File: src/rtl/assert_macros.svh
// Assertion helpers for the RTL.
`ifndef ASSERT_MACROS_SVH
`define ASSERT_MACROS_SVH

`ifndef NO_ASSERTIONS

`define ASSERT_CLK(lbl, clk, rst, prop) \
   lbl: assert property (@(posedge clk) disable iff (rst) prop) \
      else $error("assertion failed");

`define ASSERT_NEVER(lbl, clk, rst, expr) \
   lbl: assert property (@(posedge clk) disable iff (rst) !(expr)) \
      else $error("forbidden condition seen");

`else

`define ASSERT_CLK(lbl, clk, rst, prop)

`define ASSERT_NEVER(lbl, clk, rst, expr)

`endif

`endif

File: src/rtl/tbdslp_pkg.sv
`timescale 1ns / 1ps

package tbdslp_pkg;

   localparam int CSR_INDEX_W = 8;

   localparam logic [CSR_INDEX_W-1:0] REG_START_TIME      = 8'd0;
   localparam logic [CSR_INDEX_W-1:0] REG_COOLDOWN_TIME   = 8'd1;
   localparam logic [CSR_INDEX_W-1:0] REG_LONG_PRESS_TIME = 8'd2;
   localparam logic [CSR_INDEX_W-1:0] REG_DEBOUNCE_COUNT  = 8'd3;

   localparam logic [31:0] START_TIME_RST      = 32'd0;
   localparam logic [15:0] COOLDOWN_TIME_RST   = 16'd2000;
   localparam logic [15:0] LONG_PRESS_TIME_RST = 16'd2000;
   localparam logic [3:0]  DEBOUNCE_COUNT_RST  = 4'd5;

   typedef struct packed {
      logic [31:0] start_time;
      logic [15:0] cooldown_time;
      logic [15:0] long_press_time;
      logic [3:0]  debounce_count;
   } cfg_type;

   typedef struct packed {
      logic [31:0] now_time;
      logic        boot_level;
      logic        power_level;
      logic        race_screen;
   } item_type;

   typedef struct packed {
      logic short_event;
      logic long_event;
      logic zero_event;
   } event_type;

endpackage

File: src/rtl/tbdslp_core.sv
`timescale 1ns / 1ps

`include "assert_macros.svh"

module tbdslp_core
   import tbdslp_pkg::*;
(
   input  logic      clock,
   input  logic      reset,
   input  logic      step,
   input  item_type  item,
   input  cfg_type   cfg,
   output event_type events
);

   typedef enum logic [1:0] {
      MODE_IDLE,
      MODE_DEBOUNCE,
      MODE_PRESSED,
      MODE_LONG
   } boot_mode_type;

   logic          cooldown_over_ff, cooldown_over_in;
   logic          boot_baseline_ff, boot_baseline_in;
   boot_mode_type boot_mode_ff, boot_mode_in;
   logic [3:0]    boot_counter_ff, boot_counter_in;
   logic [31:0]   press_time_ff, press_time_in;
   logic [3:0]    power_counter_ff, power_counter_in;
   logic          power_stable_ff, power_stable_in;
   logic          power_fired_ff, power_fired_in;

   logic [31:0] since_start;
   logic [31:0] held_time;
   logic        in_cooldown;
   logic        baseline_now;
   logic [3:0]  boot_inc;
   logic [3:0]  power_inc;
   logic        power_fire;

   assign since_start = item.now_time - cfg.start_time;
   assign held_time   = item.now_time - press_time_ff;
   assign in_cooldown = !cooldown_over_ff && (since_start < {16'd0, cfg.cooldown_time});
   // first tick past the cooldown latches the held boot level as baseline
   assign baseline_now = cooldown_over_ff ? boot_baseline_ff : item.boot_level;
   assign boot_inc  = boot_counter_ff + 4'd1;
   assign power_inc = power_counter_ff + 4'd1;

   always_comb begin
      cooldown_over_in = cooldown_over_ff;
      boot_baseline_in = boot_baseline_ff;
      boot_mode_in     = boot_mode_ff;
      boot_counter_in  = boot_counter_ff;
      press_time_in    = press_time_ff;
      power_counter_in = power_counter_ff;
      power_stable_in  = power_stable_ff;
      power_fired_in   = power_fired_ff;
      power_fire       = 1'b0;
      events           = '0;

      if (in_cooldown) begin
         power_counter_in = 4'd0;
         power_stable_in  = 1'b0;
         power_fired_in   = 1'b0;
         boot_mode_in     = MODE_IDLE;
      end else begin
         cooldown_over_in = 1'b1;
         boot_baseline_in = baseline_now;

         if (baseline_now) begin
            if (!item.boot_level) begin
               boot_baseline_in = 1'b0;
               boot_mode_in     = MODE_IDLE;
            end
         end else begin
            case (boot_mode_ff)
               MODE_IDLE: begin
                  if (item.boot_level) begin
                     boot_counter_in = 4'd0;
                     boot_mode_in    = MODE_DEBOUNCE;
                  end
               end
               MODE_DEBOUNCE: begin
                  if (item.boot_level) begin
                     boot_counter_in = boot_inc;
                     if (boot_inc >= cfg.debounce_count) begin
                        press_time_in = item.now_time;
                        boot_mode_in  = MODE_PRESSED;
                     end
                  end else begin
                     boot_counter_in = 4'd0;
                     boot_mode_in    = MODE_IDLE;
                  end
               end
               MODE_PRESSED: begin
                  if (held_time >= {16'd0, cfg.long_press_time}) begin
                     boot_mode_in      = MODE_LONG;
                     events.long_event = 1'b1;
                  end else if (!item.boot_level) begin
                     events.short_event = 1'b1;
                     boot_mode_in       = MODE_IDLE;
                     press_time_in      = 32'd0;
                  end
               end
               MODE_LONG: begin
                  if (!item.boot_level) begin
                     boot_mode_in = MODE_IDLE;
                  end
               end
               default: begin
                  boot_mode_in = MODE_IDLE;
               end
            endcase
         end

         // counter saturates at the debounce count; stable and fired move together
         if (item.power_level) begin
            if (power_counter_ff < cfg.debounce_count) begin
               power_counter_in = power_inc;
               if ((power_inc >= cfg.debounce_count) && !power_stable_ff) begin
                  power_stable_in = 1'b1;
                  if (!power_fired_ff) begin
                     power_fired_in = 1'b1;
                     power_fire     = 1'b1;
                  end
               end
            end
         end else begin
            power_counter_in = 4'd0;
            power_stable_in  = 1'b0;
            power_fired_in   = 1'b0;
         end

         events.zero_event = power_fire && item.race_screen;
      end
   end

   always_ff @(posedge clock) begin
      if (reset) begin
         cooldown_over_ff <= 1'b0;
         boot_baseline_ff <= 1'b0;
         boot_mode_ff     <= MODE_IDLE;
         boot_counter_ff  <= 4'd0;
         press_time_ff    <= 32'd0;
         power_counter_ff <= 4'd0;
         power_stable_ff  <= 1'b0;
         power_fired_ff   <= 1'b0;
      end else if (step) begin
         cooldown_over_ff <= cooldown_over_in;
         boot_baseline_ff <= boot_baseline_in;
         boot_mode_ff     <= boot_mode_in;
         boot_counter_ff  <= boot_counter_in;
         press_time_ff    <= press_time_in;
         power_counter_ff <= power_counter_in;
         power_stable_ff  <= power_stable_in;
         power_fired_ff   <= power_fired_in;
      end
   end

   `ASSERT_NEVER(a_short_and_long, clock, reset, step && events.short_event && events.long_event)
   `ASSERT_CLK(a_idle_in_cooldown, clock, reset, !cooldown_over_ff |-> boot_mode_ff == MODE_IDLE)
   `ASSERT_CLK(a_power_flags_agree, clock, reset, power_stable_ff == power_fired_ff)
   `ASSERT_CLK(a_long_enters_long, clock, reset, step && events.long_event |=> boot_mode_ff == MODE_LONG)

endmodule

File: src/rtl/two_button_debounce_short_long_press.sv
`timescale 1ns / 1ps

// Each accepted word passes through the request register and then the response register.
// Throughput: one word per cycle unless rsp_stall backs up into a full request register.
// Button state updates when a word moves from the request register to the response register.
// Reset (synchronous, active high) empties both registers, clears button state and
// loads the CSR defaults; no clearing pass, words are taken right after reset.
module two_button_debounce_short_long_press
   import tbdslp_pkg::*;
(
   input  logic                   clock,
   input  logic                   reset,

   input  logic                   req_valid,
   output logic                   req_stall,
   input  logic [31:0]            req_now_time,
   input  logic                   req_boot_level,
   input  logic                   req_power_level,
   input  logic                   req_race_screen,

   output logic                   rsp_valid,
   input  logic                   rsp_stall,
   output logic                   rsp_short_event,
   output logic                   rsp_long_event,
   output logic                   rsp_zero_event,

   input  logic                   csr_valid,
   output logic                   csr_ready,
   input  logic [CSR_INDEX_W-1:0] csr_index,
   input  logic [31:0]            csr_data
);

   cfg_type   cfg_ff;
   item_type  item_ff;
   logic      item_valid_ff, item_valid_in;
   logic      rsp_valid_ff, rsp_valid_in;
   event_type rsp_events_ff;
   event_type events;
   logic      out_free;
   logic      advance;
   logic      req_take;

   assign out_free  = !rsp_valid_ff || !rsp_stall;
   assign advance   = item_valid_ff && out_free;
   assign req_stall = item_valid_ff && !out_free;
   assign req_take  = req_valid && !req_stall;

   assign item_valid_in = req_take || (item_valid_ff && !advance);
   assign rsp_valid_in  = advance || (rsp_valid_ff && rsp_stall);

   assign csr_ready = 1'b1;

   always_ff @(posedge clock) begin
      if (reset) begin
         cfg_ff.start_time      <= START_TIME_RST;
         cfg_ff.cooldown_time   <= COOLDOWN_TIME_RST;
         cfg_ff.long_press_time <= LONG_PRESS_TIME_RST;
         cfg_ff.debounce_count  <= DEBOUNCE_COUNT_RST;
      end else if (csr_valid && csr_ready) begin
         case (csr_index)
            REG_START_TIME:      cfg_ff.start_time      <= csr_data;
            REG_COOLDOWN_TIME:   cfg_ff.cooldown_time   <= csr_data[15:0];
            REG_LONG_PRESS_TIME: cfg_ff.long_press_time <= csr_data[15:0];
            REG_DEBOUNCE_COUNT:  cfg_ff.debounce_count  <= csr_data[3:0];
            default: ;
         endcase
      end
   end

   always_ff @(posedge clock) begin
      if (reset) begin
         item_valid_ff <= 1'b0;
         rsp_valid_ff  <= 1'b0;
      end else begin
         item_valid_ff <= item_valid_in;
         rsp_valid_ff  <= rsp_valid_in;
      end
   end

   always_ff @(posedge clock) begin
      if (req_take) begin
         item_ff.now_time    <= req_now_time;
         item_ff.boot_level  <= req_boot_level;
         item_ff.power_level <= req_power_level;
         item_ff.race_screen <= req_race_screen;
      end
      if (advance) begin
         rsp_events_ff <= events;
      end
   end

   tbdslp_core u_core (
      .clock  (clock),
      .reset  (reset),
      .step   (advance),
      .item   (item_ff),
      .cfg    (cfg_ff),
      .events (events)
   );

   assign rsp_valid       = rsp_valid_ff;
   assign rsp_short_event = rsp_events_ff.short_event;
   assign rsp_long_event  = rsp_events_ff.long_event;
   assign rsp_zero_event  = rsp_events_ff.zero_event;

endmodule
File: config.mk
export PLATFORM = sky130hd
export DESIGN_NAME = two_button_debounce_short_long_press
export DESIGN_NICKNAME = d
export VERILOG_FILES = /design/src/rtl/tbdslp_pkg.sv /design/src/rtl/tbdslp_core.sv /design/src/rtl/two_button_debounce_short_long_press.sv
export VERILOG_INCLUDE_DIRS = /design/src /design/src/rtl
export SDC_FILE = /design/constraint.sdc
export NUM_CORES = 1
export LEC_CHECK = 0
export ABC_AREA = 1
export ABC_CLOCK_PERIOD_IN_PS = 3900
export BUFFER_PORTS_ARGS = -buffer_cell sky130_fd_sc_hd__buf_2
export CORE_MARGIN = 10
export CORE_UTILIZATION = 30
export DETAILED_ROUTE_END_ITERATION = 6
export HOLD_SLACK_MARGIN = 0.15
export PLACE_DENSITY = 0.56
export SYNTH_ARGS = -nofsm -noshare
export SYNTH_HDL_FRONTEND = slang
export SYNTH_HIERARCHICAL = 1
export SYNTH_SLANG_ARGS = --single-unit
export TNS_END_PERCENT = 100
File: constraint.sdc
create_clock -name clock -period 3.9 [get_ports clock]
set_clock_uncertainty 0.05 [all_clocks]
set_input_delay 0.195 -clock clock [delete_from_list [all_inputs] [get_ports clock]]
set_output_delay 0.195 -clock clock [all_outputs]
set_load 0.03 [all_outputs]
After elaboration in Yosys (flattened, before gate mapping)
Index checks and enable logic that the tools add are counted.
{ "word_totals": {"elab_cells": 114, "output_inout_bits": 6, "ff_bits": 153} }
{ "classes": {"n_reduce_logical": 34, "mux": 33, "n_addsub": 4, "n_lt_le_gt_ge": 5, "n_eq_ne": 15, "bitwise_logic": 3} }
{ "ops": {"columns": ["operator", "count"], "rows": [
  ["32-bit two-way mux", 4],
  ["32-bit case mux with 2 select lines", 1],
  ["32-bit subtractor", 2],
  ["32-bit by 16-bit greater-or-equal comparator with 1-bit output", 1],
  ["32-bit by 16-bit < comparator with 1-bit output", 1],
  ["4-bit two-way mux", 5],
  ["8-bit by 2-bit == test with 1-bit output, second input constant", 2],
  ["1-bit two-way mux", 14],
  ["2-bit two-way mux", 7],
  ["2-bit AND reduction", 6],
  ["4-bit by 1-bit adder with 4-bit output, second input constant", 2],
  ["8-bit by 1-bit == test with 1-bit output, second input constant", 1],
  ["4-bit greater-or-equal comparator", 2],
  ["1-bit logical AND", 8],
  ["8-bit zero test", 1],
  ["2-bit != test, second input constant", 4],
  ["2-bit case mux with 4 select lines", 1],
  ["4-bit case mux with 2 select lines", 1],
  ["8-bit AND reduction", 1],
  ["1-bit zero test", 7],
  ["3-bit by 1-bit != test with 1-bit output, second input constant", 2],
  ["3-bit AND reduction", 2],
  ["5-bit by 2-bit != test with 1-bit output, second input constant", 1],
  ["5-bit AND reduction", 1],
  ["other kinds (11)", 17]
]} }

Longest topological paths before layout
Gate-level depths: netlist of the first run.
{ "depth": {"word_depth": 8, "ltp_mapped": 29, "ltp_nobuf": 28} }

Modules after synthesis
Netlist of the first run, hierarchy kept.
{ "modules_own_cells": {"columns": ["mod", "cells_per_inst", "seq_area_each_um2", "n_inst", "area_each_um2"], "rows": [
  ["tbdslp_core", 1618, 900.9, 1, 8559.5],
  ["two_button_debounce_short_long_press", 457, 2542.4, 1, 4090.2]
]} }

Worst setup path after synthesis of the first run
Ideal clock, no wire load.
{ "synth_timing": {"path_type": "register to register", "startpoint": "register item_ff[3] in the netlist's numbering", "endpoint": "register u_core.press_time_ff[7]", "path_slack_ps": 685, "path_buffers": 1, "required_time_ps": 3737, "setup_time_ps": 113, "t_arrival_ps": 3052, "stages_incl_launch_ff": 26, "cell_sequence": "edfxtp_1 -> inv_1 -> ha_1 -> fa_1 -> inv_1 -> nand3_1 -> nand2_2 -> nand2_1 -> nand2_2 -> nand2_1 -> nand2_1 -> xor2_1 -> ha_1 -> nand2_1 -> nor2_1 -> a211oi_1 -> nand3_1 -> nor2_1 -> nand3_1 -> nor2_2 -> nand3_2 -> nand2_2 -> nand2_8 -> buf_6 -> nor2_1 -> nor2_1"} }
{ "synth_via": {"elab_chain_cells": 5, "word_cells_on_any_way": 8, "cone_classes": "add/sub (2); order compare (2); eq/ne (1); bitwise (1); reduce/logical (2)"} }
{ "synth_rtl": {"columns": ["item", "line", "text"], "rows": [
  ["start, declared", "two_button_debounce_short_long_press.sv:34", "item_type item_ff;"],
  ["parallel branches: the longest is 4 deep, another holds 32-bit subtractor", null, null],
  ["8-bit AND reduction (no line) *", null, null],
  ["end signal, assigned", "tbdslp_core.sv:152", "press_time_ff <= press_time_in;"],
  ["end, declared", "tbdslp_core.sv:27", "logic [31:0] press_time_ff, press_time_in;"]
]} }
Mark *: on every way between the ends.
A chain may end at the register's enable or synchronous reset.

Final worst setup path of the first run
{ "layout_timing": {"startpoint": "register item_ff[15] in the netlist's numbering", "endpoint": "register u_core.press_time_ff[21]"} }
The elaborated chain is that of the path after synthesis.

==> key figures, run 1 <==
STA
  – Post-route clock period utilization: 93.9%
  – Worst relative slew slack: 41.2%
  – Transition time at the pin with the least slew margin: 880 ps
  – Number of setup violations in the final report: 0
  – Final Max Tran Viols: 0
  – Total Neg Setup Slack: 0 ps
  – Max frequency: 0.273 GHz
  – Number of endpoints with negative hold slack in the final report: 0
  – Shortest period the worst path allows: 3660 ps

Worst hold path
  – Hold path start: csr_index[0]
  – Worst min-delay path class: in -> reg

Routing
  – Total Wirelength: 40.8 mm
  – Number of vias in the routed layout: around 13000
  – Residual DRC: 0
  – Post-route ant nets: 0
  – Number of DRC markers in iteration 0: between 700 and 800
  – Avg WL per Cell: about 15 um
  – Via-to-Cell Ratio: roughly 4.6
  – Router iterations before antenna repair: 6

Floorplanning
  – Floorplan core area: about 42000 sq um
  – Die span in y: 225 um
  – Overall die area: 50800 sq um
  – Site Rows: 75
  – Number of ports placed on the die boundary: 86
  – Die extent in x: 225 um
  – Initial core utilization: between 30% and 40%

Final layout
  – Area delta synth->final: 22.0%
  – Post-Layout Cell Count: 2795
  – Number of inserted filler cells in the final layout: approximately 4600
  – Share of cells above drive strength 1: 11.2%
  – Total inserted antenna cells: 0
  – Layout net count: approximately 2400
  – Final standard cell utilization of the core: between 30% and 40%

Global route
  – Global-route wire length before repair: 64.5 mm
  – GRT overflow: 0
  – Pin count of the biggest net entering global routing: 46
  – Number of global-route vias before repair: 12387
  – Number of antenna violations at the first check in global routing: 0
  – Total Routing Usage GR: 16.1%

Setup path
  – Critical path launch point type: flop
  – CP max-delay cell: sky130_fd_sc_hd__edfxtp_1
  – Slowest stage delay, CP: between 500 and 600 ps
  – Worst setup path start: item_ff[15]$_DFFE_PP_
  – Path type of the worst setup path: reg -> reg
  – Crit path max fanout: 30
  – Worst flop-to-flop path startpoint: item_ff[15]$_DFFE_PP_
  – Data required time at the worst endpoint: ~4200 ps
  – Critical Path, Cell by Cell: ha_4 -> nand2_1 -> inv_1 -> nand2_1 -> nand2_1 -> a21oi_1 -> nand2_2 -> xor2_1 -> ha_1 -> a21oi_1 -> nor2_1 -> a211oi_2 -> nand3_1 -> nor2_1 -> nand3_1 -> nor2_2 -> nand3_2 -> nand2_4 -> nand2_8 -> buf_16 -> nor2_1 -> nor2_1
  – Most used cell, CP: sky130_fd_sc_hd__nor2_1
  – Critical path data arrival time: 3960 ps
  – Critical path capture point type: flop

Clocking
  – Worst-case clock buffer depth: 2
  – Clk sinks: 153
  – Clock latency on the worst-skew pair: 460 ps
  – Number of clock buffers inserted by TritonCTS: 17
  – Clock Tree Root: sky130_fd_sc_hd__clkbuf_16
  – Count of H-tree levels built during CTS: 4
  – Clock slew seen by the registers of the worst setup and hold paths: 70 ps
  – Clock tree from TritonCTS: built

Power and ir drop
  – Static Leak: 8.13 nW
  – Power per unit of standard cell area: between 200 and 300 nW/um^2
  – Max rail drop VDD: 0.000287 V

Synth
  – Yosys warns: 6
  – Netlist area before placement: 12600 sq um
  – Asr flop ratio synth: 0%
  – Most frequently used flop master after synthesis: sky130_fd_sc_hd__dfxtp_1
  – Number of enable flip-flop cells after synthesis: 38
  – Yosys reg bits: ~150
  – Post-Synthesis Net Count: 2264
  – Average cell area after synthesis: 6.10 sq um
  – Part of the Yosys area used for sequential elements: ~27%
  – Cells after Synth: 2075
  – Unique masters post-synth: 42

Placement
  – # port buffers: 84
  – Hpwl dp: 32.2 mm
  – RD Place Congestion: between 0.9 and 1
  – Cell count after placement: 2680

Run status
  – Status: finished, final reports clean

Flow run
  – Maximum capacitance violations: 0
==> power by group <==
group / internal (W) / switching (W) / total, W
clock network: 0.000904 / 0.000785 / 0.00169
registers: 0.00166 / 0.0000441 / 0.00171
logic: 0.000388 / 0.000605 / 0.000993
==> metrics by stage <==
step	cell area [sq um]	setup WS, ps	hold slack, ps	power (W)
3_5_place_dp	13700	81.0	323	0.00261
2_1_floorplan	12600	685	214	0.00234
4_1_cts	15000	53.8	185	0.00438
5_1_grt	15400	-20.5	228	0.00463
3_3_place_gp	13700	132	323	0.00261
6_report	15400	238	217	0.00439
==> cell usage after synthesis, types with 4 or more instances <==
cell,number,area [sq um]
sky130_fd_sc_hd__a21oi_1,119,596
sky130_fd_sc_hd__nor2_1,273,1020
sky130_fd_sc_hd__o21bai_1,4,30.0
sky130_fd_sc_hd__xnor2_1,4,35.0
sky130_fd_sc_hd__edfxtp_1,38,1140
sky130_fd_sc_hd__a211oi_1,4,30.0
sky130_fd_sc_hd__xor2_1,30,263
sky130_fd_sc_hd__nand2_2,24,150
sky130_fd_sc_hd__buf_4,7,52.6
sky130_fd_sc_hd__nand3_2,8,80.1
sky130_fd_sc_hd__clkbuf_1,8,30.0
sky130_fd_sc_hd__ha_1,107,1340
sky130_fd_sc_hd__o21ai_0,15,75.1
sky130_fd_sc_hd__nand2_1,644,2420
sky130_fd_sc_hd__nand4_1,21,131
sky130_fd_sc_hd__nor3_1,4,20.0
sky130_fd_sc_hd__buf_6,5,56.3
sky130_fd_sc_hd__dfxtp_1,115,2300
sky130_fd_sc_hd__nand3b_1,9,67.6
sky130_fd_sc_hd__buf_1,6,22.5
sky130_fd_sc_hd__inv_1,416,1560
sky130_fd_sc_hd__buf_2,18,90.1
sky130_fd_sc_hd__nand3_1,146,731
sky130_fd_sc_hd__and2_1,5,31.3
sky130_fd_sc_hd__nor2_2,15,93.8
==> cell families after synthesis <==
family / Yosys count / synth area share [%]
buffers and inverters: 466 / 14.6
flip-flops: 153 / 27.2
other: 1 / 0.0296
XOR/XNOR: 34 / 2.35
AO/OA/AOI/OAI: 150 / 6.28
adder cells (fa/ha/maj): 109 / 10.9
AND/OR/NAND/NOR: 1162 / 38.6
==> flip-flops by register name, summed over array words and instances (netlist names) <==
register / cells
cfg_ff: 68
rsp_zero_event: 1
u_core/boot_counter_ff: 4
u_core/boot_baseline_ff: 1
rsp_valid: 1
rsp_short_event: 1
item_valid_ff: 1
u_core/power_counter_ff: 4
u_core/boot_mode_ff: 2
u_core/cooldown_over_ff: 1
u_core/press_time_ff: 32
u_core/power_fired_ff: 1
rsp_long_event: 1
item_ff: 35
==> worst max-delay path: cells and delay by family, from the launching register on <==
| kind | cells | cell delay (ps) |
|---|---|---|
| and+or+nand+nor | 14 | 1360 |
| DFF | 1 | 570 |
| AOI/OAI and AO/OA | 3 | 450 |
| adders and majority gates | 2 | 630 |
| xor gates and xnor gates | 1 | 220 |
| buffers and inverters | 2 | 260 |
==> final cells by class <==
type                            instances  area, sq um  area share, %
Clock inverter                         15          158           1.02
Tap cell                              539          674           4.37
Inverter                              421         1580           10.2
Multi-Input combinational cell       1456         7690           49.8
Clock buffer                           17          425           2.76
Timing Repair Buffer                  194         1460           9.47
Sequential cell                       153         3440           22.3
==> path summary, 6_finish.rpt <==
check        cells after the start  slack (ps)                                     to
min reg2reg                      2         410                cfg_ff[30]$_SDFFE_PP1P_
max reg2reg                     22         240  u_core/press_time_ff[21]$_SDFFE_PP0P_
max                             22         240  u_core/press_time_ff[21]$_SDFFE_PP0P_
min                              5         220                 cfg_ff[0]$_SDFFE_PP1P_
==> cells in the final DEF (no fill, tap or decap), types with 18 or more instances in the layout <==
cell type / netlist / routed
sky130_fd_sc_hd__buf_2: 18 / 84
sky130_fd_sc_hd__dfxtp_1: 115 / 115
sky130_fd_sc_hd__nand2_1: 644 / 643
sky130_fd_sc_hd__nor2_1: 273 / 264
sky130_fd_sc_hd__nand2_2: 24 / 24
sky130_fd_sc_hd__nor2_2: 15 / 21
sky130_fd_sc_hd__nand4_1: 21 / 21
sky130_fd_sc_hd__nand3_1: 146 / 145
sky130_fd_sc_hd__dlygate4sd3_1: 0 / 73
sky130_fd_sc_hd__xor2_1: 30 / 26
sky130_fd_sc_hd__ha_1: 107 / 88
sky130_fd_sc_hd__a21oi_1: 119 / 118
sky130_fd_sc_hd__inv_1: 416 / 414
sky130_fd_sc_hd__buf_4: 7 / 35
sky130_fd_sc_hd__edfxtp_1: 38 / 38
sky130_fd_sc_hd__ha_4: 0 / 18
==> repair_timing <==
| item | 4_1_cts | 5_1_grt |
|---|---|---|
| buffers inserted | 0 | 10 |
| endpoints found under the hold margin | 116 | 0 |
| resized for setup | 0 | 48 |
| hold buffers | 73 | 0 |
| setup endpoints to repair | 0 | 47 |
==> layer usage <==
layer | wire length, um | global-route usage (%) | vias to the layer above | part of all wire [%]
met5 | 0 | 0 | - | 0
met4 | 698 | 4.75 | 0 | 1.7
met3 | 1540 | 2.21 | 41 | 3.8
met2 | 19400 | 27.4 | 248 | 48
met1 | 19100 | 20.6 | 5850 | 47
li1 | - | - | 6678 | -
(Power assumes the default switching activity.)
==> run 2, diff against run 1 <==
ABC_AREA = default   (was 1)
PLACE_DENSITY = 0.57   (was 0.56)
==> run 2 against run 1 <==
Compared with the run above:
- first-iteration DRC count shrank 22%
- largest power group is now clock
- clock power rose by 11%
- clock-buffer cell count grew 1
- combinational power decreased by 16%
- wire length decreased by 19%
- synthesized cell count fell by 37%
- the flow now finishes with violations (setup timing)
- final area fell by 4.9%
- core utilization grew 3.0 points
- sequential power barely moved
- critical endpoint is now u_core/press_time_ff[25]$_SDFFE_PP0P_
- highest routed layer unchanged
==> key figures, run 2 <==
Synth
  – Post-Synth Adder-Cell Area: 12.2% (was 10.9%)
  – Post-synth top cells: sky130_fd_sc_hd__nand2_1, sky130_fd_sc_hd__dfxtp_1, sky130_fd_sc_hd__inv_1 (was sky130_fd_sc_hd__nand2_1, sky130_fd_sc_hd__inv_1, sky130_fd_sc_hd__nor2_1)
  – Area fraction of the dominant cell type after synthesis: 20.4% (was 19.1%)
  – Number of enable flip-flop cells after synthesis: 38 (unchanged)
  – Average cell area after synthesis: 8.58 sq um (was 6.10 sq um)
  – Most area-hungry cell type in the Yosys netlist: sky130_fd_sc_hd__dfxtp_1 (was sky130_fd_sc_hd__nand2_1)
  – Most instantiated library cell after synthesis: sky130_fd_sc_hd__nand2_1 (unchanged)
  – Cells after Synth: 1312 (was 2075)
  – Leading post-synthesis cells by cell area: sky130_fd_sc_hd__dfxtp_1, sky130_fd_sc_hd__ha_1, sky130_fd_sc_hd__edfxtp_1 (was sky130_fd_sc_hd__nand2_1, sky130_fd_sc_hd__dfxtp_1, sky130_fd_sc_hd__inv_1)
  – Part of the Yosys area used for sequential elements: 30.6% (was 27.2%)
  – Share of cell area taken by muxes after synthesis: 9.70% (was 0%)
  – Post-Synthesis Net Count: 1501 (was 2264)
  – Unique masters post-synth: 86 (was 42)
  – Post-synthesis share of cell area spent on and, or, nand and nor gates: 21.0% (was 38.6%)
  – Netlist area before placement: 11300 sq um (was 12600 sq um)
  – Area share of xor/xnor cells in the synthesized design: 3.49% (was 2.35%)
  – Yosys reg bits: 153 (unchanged)
  – Yosys warns: 6 (unchanged)
  – Asr flop ratio synth: 0% (unchanged)
  – Complex-gate fraction of the synthesized area: 16.2% (was 6.28%)
  – Most frequently used flop master after synthesis: sky130_fd_sc_hd__dfxtp_1 (unchanged)
  – Dominant combinational cell family by area after synthesis: simple AND/OR/NAND/NOR gates (unchanged)

STA
  – Transition time at the pin with the least slew margin: 1110 ps (was 880 ps)
  – Max frequency: 0.214 GHz (was 0.273 GHz)
  – Shortest period the worst path allows: 4680 ps (was 3660 ps)
  – Total Neg Setup Slack: -34000 ps (was 0 ps)
  – Final Max Tran Viols: 0 (unchanged)
  – Number of endpoints with negative hold slack in the final report: 0 (unchanged)
  – Number of setup violations in the final report: 48 (was 0)
  – Worst Setup Slack, final: -781 ps (was 238 ps)
  – Post-route clock period utilization: 120% (was 93.9%)
  – Min Hold Slack: 191 ps (was 217 ps)
  – Setup repair after global routing missed its margin: true
  – Worst relative slew slack: 26.1% (was 41.2%)

Routing
  – Total Wirelength: 32.9 mm (was 40.8 mm)
  – Residual DRC: 0 (unchanged)
  – Post-route ant nets: 0 (unchanged)
  – Met1 WL: 14.9 mm (was 19.1 mm)
  – Number of DRC markers in iteration 0: 610 (was 781)
  – Number of vias in the routed layout: 10146 (was 12817)
  – Avg WL per Cell: 16.1 um (was 14.6 um)
  – Via-to-Cell Ratio: 4.97 (was 4.59)
  – Wire length on met2: 15.8 mm (was 19.4 mm)
  – Met3 WL post-DR: 1.17 mm (was 1.54 mm)
  – Highest metal layer with signal wires: met4 (unchanged)
  – Router iterations before antenna repair: 7 (was 6)

Clocking
  – Clock slew seen by the registers of the worst setup and hold paths: 70 ps (about the same)
  – Clock latency on the worst-skew pair: 450 ps (was 460 ps)
  – Count of H-tree levels built during CTS: 4 (unchanged)
  – Clock Tree Root: sky130_fd_sc_hd__clkbuf_16 (unchanged)
  – Clock tree from TritonCTS: built (unchanged)
  – Clk sinks: 153 (unchanged)
  – Number of clock buffers inserted by TritonCTS: 17 (unchanged)
  – Worst-case clock buffer depth: 2 (unchanged)

Final layout
  – Leading cell type in the layout, fill and taps excluded: sky130_fd_sc_hd__nand2_1 (unchanged)
  – Area delta synth->final: 30.3% (was 22.0%)
  – Share of cells above drive strength 1: 20.9% (was 11.2%)
  – Largest registers: cfg_ff: 68 flops, item_ff: 35 flops, u_core/press_time_ff: 32 flops (unchanged)
  – Number of inserted filler cells in the final layout: 3684 (was 4583)
  – Commonest cells after routing, fill and taps aside: sky130_fd_sc_hd__nand2_1, sky130_fd_sc_hd__buf_4, sky130_fd_sc_hd__dfxtp_1 (was sky130_fd_sc_hd__nand2_1, sky130_fd_sc_hd__inv_1, sky130_fd_sc_hd__nor2_1)
  – Number of flip-flops under the largest register name: 68 (unchanged)
  – Final standard cell utilization of the core: 39.9% (was 36.9%)
  – Largest reg by FF count: cfg_ff (unchanged)
  – Total inserted antenna cells: 0 (unchanged)
  – Layout net count: 1750 (was 2432)

Setup path
  – Dominant delay contributor by cell family on the critical path: simple AND/OR/NAND/NOR gates (unchanged)
  – Critical path data arrival time: 5000 ps (was 3960 ps)
  – Slowest stage delay, CP: 410 ps (was 570 ps)
  – Path type of the worst setup path: reg -> reg (unchanged)
  – Data required time at the worst endpoint: 4220 ps (was 4200 ps)
  – CP max-delay cell: sky130_fd_sc_hd__or3_4 (was sky130_fd_sc_hd__edfxtp_1)
  – Most used cell, CP: sky130_fd_sc_hd__nor2_1 (unchanged)
  – Worst path buffer plus inverter count: 3 (was 2)
  – Critical path capture point type: flop (unchanged)
  – Critical path launch point type: flop (unchanged)
  – Crit path max fanout: 5 (was 30)

Global route
  – Global-route wire length before repair: 51.9 mm (was 64.5 mm)
  – Number of antenna violations at the first check in global routing: 0 (unchanged)
  – Number of global-route vias before repair: 10099 (was 12387)
  – Total Routing Usage GR: 14.3% (was 16.1%)
  – Pin count of the biggest net entering global routing: 80 (was 46)
  – GRT overflow: 0 (unchanged)

Placement
  – # port buffers: 84 (unchanged)
  – Hpwl dp: 24.7 mm (was 32.2 mm)
  – RD Place Congestion: 0.892 (was 0.918)

Power and ir drop
  – Power per unit of standard cell area: 300 nW/um^2 (was 284 nW/um^2)
  – Static Leak: 6.11 nW (was 8.13 nW)
  – Total power draw: 0.00441 W (was 0.00439 W)
  – Share of power burned in combinational logic: 19.0% (was 22.6%)
  – Flop pwr share: 38.5% (was 38.9%)
  – Net switching fraction of the power: 27.5% (was 32.7%)
  – Cell internal pwr: 0.00320 W (was 0.00295 W)
  – Fraction of power consumed by the clock network: 42.5% (was 38.5%)
  – Sw power: 0.00121 W (was 0.00143 W)
  – Max rail drop VDD: 0.000331 V (was 0.000287 V)

Worst hold path
  – Worst min-delay path class: in -> reg (unchanged)

Run status
  – Status: finished with violations (was finished, final reports clean)
  – Failing checks: setup timing

Floorplanning
  – Initial core utilization: 30.6% (was 30.2%)
  – Overall die area: 45700 sq um (was 50800 sq um)
  – Site Rows: 70 (was 75)
  – Floorplan core area: 36800 sq um (was 41900 sq um)
  – Die extent in x: 214 um (was 225 um)
  – Die span in y: 214 um (was 225 um)
  – Number of ports placed on the die boundary: 86 (unchanged)

Flow run
  – Maximum capacitance violations: 0 (unchanged)
[run 2: cell count changes after synthesis, sizes merged, moves of 29 or more]
cell,before,now
nand2b,0,96
clkbuf,8,37
nand2,670,130
a21o,1,35
nand3,155,23
mux2i,0,108
inv,418,113
nor2,291,83
[run 2: stage by stage]
stage | cell area (sq um) | setup WS, ps | std cells
floorplan | 11400 | -504 | 1312
global placement | 12900 | -771 | 1924
detailed placement | 12900 | -810 | 1924
CTS | 14500 | -760 | 2034
global route | 14700 | -1140 | 2042
finish | 14700 | -781 | 2042
[run 2: power by group through the flow]
stage               Combinational (W)  Sequential (W)  Clock (W)
finish                       0.000838         0.00170    0.00188
global route                 0.000924         0.00170    0.00198
CTS                          0.000820         0.00170    0.00193
detailed placement           0.000748         0.00173          0
global placement             0.000740         0.00173          0
floorplan                    0.000483         0.00171          0
[run 2: per-layer routing]
| metal | up-vias | global-route usage [%] |
|---|---|---|
| met1 | 4790 | 17.8 |
| met2 | 187 | 24.1 |
| met3 | 47 | 2.23 |
| met4 | 0 | 5.67 |
| li1 | 5122 | - |
| met5 | - | 0 |
[run 2: cells by family (layout without fill, tap and decap cells)]
logic type | after synthesis | after routing
muxes | 109 | 109
other | 1 | 1
AOI/OAI and AO/OA | 273 | 273
DFF | 153 | 153
xor gates and xnor gates | 44 | 44
buffers and inverters | 168 | 430
and+or+nand+nor | 455 | 455
adders and majority gates | 109 | 109
[run 2: final timing paths]
check / depth (start not counted) / slack (ps) / to / from
hold / removal: 3 / 190 / cfg_ff[16]$_SDFFE_PP0P_ / csr_data[12]
hold reg to reg: 2 / 410 / u_core/press_time_ff[20]$_SDFFE_PP0P_ / u_core/press_time_ff[20]$_SDFFE_PP0P_
setup reg to reg: 26 / -780 / u_core/press_time_ff[25]$_SDFFE_PP0P_ / item_ff[3]$_DFFE_PP_
setup / recovery: 26 / -780 / u_core/press_time_ff[25]$_SDFFE_PP0P_ / item_ff[3]$_DFFE_PP_
[run 2: worst reg2reg max path, delay by kind of cell (launching register included)]
kind	cells	cell delay, ps
simple gates	11	1550
mux	1	200
fa+ha+maj	3	560
xor+xnor	1	80
flops	1	400
compound gates	7	1370
buf+inv	3	380
[run 2: cell type report]
type	count	area, sq um	share of cell area [%]
Multi-Input combinational cell	991	7350	50.1
Sequential cell	153	3440	23.5
Timing Repair Buffer	284	2220	15.1
Tap cell	468	586	3.99
Clock buffer	18	429	2.92
Inverter	114	428	2.92
Clock inverter	14	219	1.49
[run 2: repair_timing]
item,4_1_cts,5_1_grt
hold buffers,66,0
pin swaps,30,11
buffers inserted,11,5
gates cloned,1,3
resized for setup,26,24
endpoints found under the hold margin,93,0
endpoints found under the setup margin,48,48
==> run 3, diff against run 2 <==
SYNTH_HIERARCHICAL = default   (was 1)
==> run 3 against run 2 <==
Compared with the run above:
- the run still ends with setup timing left
- sequential power about the same
- critical path depth fell by 3
- setup slack worse by 590 ps
- area after synthesis down 3.7%
- non-clock buffer count grew 105
- global-route usage up 2.2 points
- core utilization rose by 1.8 points
- wire length grew 11%
==> key figures, run 3 <==
Clocking
  – Number of clock buffers inserted by TritonCTS: 17 (unchanged)
  – Clock latency on the worst-skew pair: 460 ps (was 450 ps)
  – Clock tree from TritonCTS: built (unchanged)
  – Count of H-tree levels built during CTS: 4 (unchanged)
  – Clk sinks: 153 (unchanged)
  – Worst-case clock buffer depth: 2 (unchanged)
  – Clock slew seen by the registers of the worst setup and hold paths: 70 ps (about the same)
  – Clock Tree Root: sky130_fd_sc_hd__clkbuf_16 (unchanged)

STA
  – Setup repair after global routing missed its margin: true (unchanged)
  – Transition time at the pin with the least slew margin: 1090 ps (was 1110 ps)
  – Number of setup violations in the final report: 48 (unchanged)
  – Total Neg Setup Slack: -61660 ps (was -34000 ps)
  – Shortest period the worst path allows: 5270 ps (was 4680 ps)
  – Final Max Tran Viols: 0 (unchanged)
  – Max frequency: 0.190 GHz (was 0.214 GHz)
  – Number of endpoints with negative hold slack in the final report: 0 (unchanged)
  – Post-route clock period utilization: 135% (was 120%)
  – Worst relative slew slack: 26.7% (was 26.1%)
  – Worst Setup Slack, final: -1370 ps (was -781 ps)

Synth
  – Unique masters post-synth: 80 (was 86)
  – Number of enable flip-flop cells after synthesis: 38 (unchanged)
  – Part of the Yosys area used for sequential elements: 31.7% (was 30.6%)
  – Leading post-synthesis cells by cell area: sky130_fd_sc_hd__dfxtp_1, sky130_fd_sc_hd__ha_1, sky130_fd_sc_hd__edfxtp_1 (unchanged)
  – Most instantiated library cell after synthesis: sky130_fd_sc_hd__nand2_1 (unchanged)
  – Yosys reg bits: 153 (unchanged)
  – Average cell area after synthesis: 7.87 sq um (was 8.58 sq um)
  – Most frequently used flop master after synthesis: sky130_fd_sc_hd__dfxtp_1 (unchanged)
  – Cells after Synth: 1378 (was 1312)
  – Asr flop ratio synth: 0% (unchanged)
  – Post-synth top cells: sky130_fd_sc_hd__nand2_1, sky130_fd_sc_hd__a21oi_1, sky130_fd_sc_hd__dfxtp_1 (was sky130_fd_sc_hd__nand2_1, sky130_fd_sc_hd__dfxtp_1, sky130_fd_sc_hd__inv_1)
  – Area fraction of the dominant cell type after synthesis: 21.2% (was 20.4%)
  – Yosys warns: 0 (was 6)
  – Most area-hungry cell type in the Yosys netlist: sky130_fd_sc_hd__dfxtp_1 (unchanged)
  – Post-Synthesis Net Count: 1567 (was 1501)
  – Netlist area before placement: 10800 sq um (was 11300 sq um)

Floorplanning
  – Site Rows: 69 (was 70)
  – Number of ports placed on the die boundary: 86 (unchanged)
  – Die extent in x: 210 um (was 214 um)
  – Overall die area: 44200 sq um (was 45700 sq um)
  – Die span in y: 210 um (was 214 um)
  – Floorplan core area: 35700 sq um (was 36800 sq um)
  – Initial core utilization: 30.4% (was 30.6%)

Routing
  – Number of vias in the routed layout: 10936 (was 10146)
  – Router iterations before antenna repair: 5 (was 7)
  – Via-to-Cell Ratio: 4.97 (about the same)
  – Number of DRC markers in iteration 0: 763 (was 610)
  – Residual DRC: 0 (unchanged)
  – Total Wirelength: 36.4 mm (was 32.9 mm)
  – Avg WL per Cell: 16.5 um (was 16.1 um)
  – Post-route ant nets: 0 (unchanged)

Placement
  – # port buffers: 84 (unchanged)
  – Hpwl dp: 27.6 mm (was 24.7 mm)
  – Cell count after placement: 2089 (was 1924)
  – RD Place Congestion: 0.948 (was 0.892)

Global route
  – Total Routing Usage GR: 16.4% (was 14.3%)
  – Pin count of the biggest net entering global routing: 65 (was 80)
  – GRT overflow: 0 (unchanged)
  – Number of antenna violations at the first check in global routing: 0 (unchanged)
  – Global-route wire length before repair: 58.2 mm (was 51.9 mm)
  – Number of global-route vias before repair: 10835 (was 10099)

Final layout
  – Final standard cell utilization of the core: 41.7% (was 39.9%)
  – Largest registers: cfg_ff: 68 flops, item_ff: 35 flops, u_core.press_time_ff: 32 flops (was cfg_ff: 68 flops, item_ff: 35 flops, u_core/press_time_ff: 32 flops)
  – Total inserted antenna cells: 0 (unchanged)
  – Reg area: 3440 sq um (unchanged)
  – Largest reg by FF count: cfg_ff (unchanged)
  – Layout net count: 1916 (was 1750)
  – Multi-input gate area: 6910 sq um (was 7350 sq um)
  – Area delta synth->final: 37.2% (was 30.3%)
  – Number of inserted filler cells in the final layout: 3598 (was 3684)
  – Number of flip-flops under the largest register name: 68 (unchanged)
  – Post-Layout Cell Count: 2201 (was 2042)
  – Commonest cells after routing, fill and taps aside: sky130_fd_sc_hd__nand2_1, sky130_fd_sc_hd__buf_4, sky130_fd_sc_hd__a21oi_1 (was sky130_fd_sc_hd__nand2_1, sky130_fd_sc_hd__buf_4, sky130_fd_sc_hd__dfxtp_1)
  – Share of cells above drive strength 1: 22.9% (was 20.9%)
  – Leading cell type in the layout, fill and taps excluded: sky130_fd_sc_hd__nand2_1 (unchanged)

Setup path
  – Path type of the worst setup path: reg -> reg (unchanged)
  – Crit path max fanout: 16 (was 5)
  – Critical path data arrival time: 5600 ps (was 5000 ps)
  – Critical path launch point type: flop (unchanged)
  – Critical path capture point type: flop (unchanged)
  – Data required time at the worst endpoint: 4230 ps (was 4220 ps)

Power and ir drop
  – Max rail drop VDD: 0.000332 V (was 0.000331 V)
  – Static Leak: 5.97 nW (was 6.11 nW)
  – Total power draw: 0.00430 W (was 0.00441 W)
  – Power per unit of standard cell area: 289 nW/um^2 (was 300 nW/um^2)

Flow run
  – Maximum capacitance violations: 0 (unchanged)

Run status
  – Failing checks: setup timing (unchanged)
  – Status: finished with violations (unchanged)

Worst hold path
  – Worst min-delay path class: in -> reg (unchanged)
## run 3: changes by cell type after synthesis, moves of 7 or more
cell                       previous run  this run
sky130_fd_sc_hd__clkbuf_1            37        46
sky130_fd_sc_hd__a31oi_1             11         4
sky130_fd_sc_hd__o211ai_1            11        25
sky130_fd_sc_hd__nand2_1            129       271
sky130_fd_sc_hd__mux2i_1            108        45
sky130_fd_sc_hd__a21o_1              35        22
sky130_fd_sc_hd__nor4_1               5        15
sky130_fd_sc_hd__o21ai_0             35        55
sky130_fd_sc_hd__a21oi_1             88       135
sky130_fd_sc_hd__nand2b_1            96        20
## run 3: final timing paths
check                           from                                     to  slack, ps  depth (start not counted)
max             item_ff[4]$_DFFE_PP_  u_core.press_time_ff[29]$_SDFFE_PP0P_      -1370                         23
min                     csr_index[5]                cfg_ff[23]$_SDFFE_PP0P_        210                          6
max reg2reg     item_ff[4]$_DFFE_PP_  u_core.press_time_ff[29]$_SDFFE_PP0P_      -1370                         23
min reg2reg  cfg_ff[18]$_SDFFE_PP0P_                cfg_ff[18]$_SDFFE_PP0P_        400                          2
## run 3: critical path, stage by stage, from the launching register on
cell and delay [ps]:
sky130_fd_sc_hd__edfxtp_1 410, sky130_fd_sc_hd__buf_4 160, sky130_fd_sc_hd__buf_6 110, sky130_fd_sc_hd__ha_1 260
sky130_fd_sc_hd__nand2b_1 90, sky130_fd_sc_hd__a21oi_2 230, sky130_fd_sc_hd__o21ai_1 140, sky130_fd_sc_hd__o31ai_1 340
sky130_fd_sc_hd__buf_4 180, sky130_fd_sc_hd__xor2_1 150, sky130_fd_sc_hd__ha_1 260, sky130_fd_sc_hd__nand2_1 130
sky130_fd_sc_hd__o2bb2ai_2 80, sky130_fd_sc_hd__a2111oi_2 350, sky130_fd_sc_hd__o2111ai_1 180, sky130_fd_sc_hd__nor4_1 230
sky130_fd_sc_hd__nand4_1 150, sky130_fd_sc_hd__nor4_2 310, sky130_fd_sc_hd__nand4_1 240, sky130_fd_sc_hd__o31a_1 330
sky130_fd_sc_hd__nor4_4 220, sky130_fd_sc_hd__buf_6 200, sky130_fd_sc_hd__buf_16 190, sky130_fd_sc_hd__mux2i_1 190
## run 3: cell families after synthesis
| logic type | count (synthesis) | share of synthesized area, % |
|---|---|---|
| and+or+nand+nor | 510 | 21.6 |
| DFF | 153 | 31.7 |
| AOI/OAI and AO/OA | 344 | 20.0 |
| adders and majority gates | 109 | 12.7 |
| other | 1 | 0.0346 |
| muxes | 46 | 4.26 |
| xor gates and xnor gates | 42 | 3.39 |
| buffers and inverters | 173 | 6.30 |
## run 3: per-stage QoR
stage	hold slack [ps]	setup WS, ps	instance area, sq um
after floorplan	244	-1020	10900
after global placement	324	-1340	13400
after detailed placement	323	-1510	13400
after CTS	193	-1340	14800
after global routing	260	-1680	14900
final	206	-1370	14900
## run 3: metal layers
layer	GRT usage (%)	part of all wire (%)	vias up
met2	26.4	45	275
li1	-	-	5551
met4	4.37	1.3	0
met1	22.6	49	5082
met5	0	0	-
met3	2.30	4.3	28
## run 3: layout make-up
cell class,instances,area share (%)
timing repair buffer,389,19.8
sequential,153,23.1
inverter,114,2.87
clock inverter,14,0.916
multi-input combinational,1052,46.4
tap,461,3.88
clock buffer,18,2.95
## run 3: timing repair
action                                  CTS  global route
hold buffers                             71             0
endpoints found under the setup margin   48            48
endpoints found under the hold margin   105             0
setup buffers                             6             3
pin swaps                                12             9
gates cloned                              2             0
gates resized for setup                  22            10
## run 3: power breakdown
group / total (W) / internal, W / switching, W
combinational: 0.000922 / 0.000451 / 0.000471
sequential: 0.00169 / 0.00166 / 0.0000328
clock: 0.00168 / 0.000910 / 0.000774
total: 0.00430 / 0.00302 / 0.00128
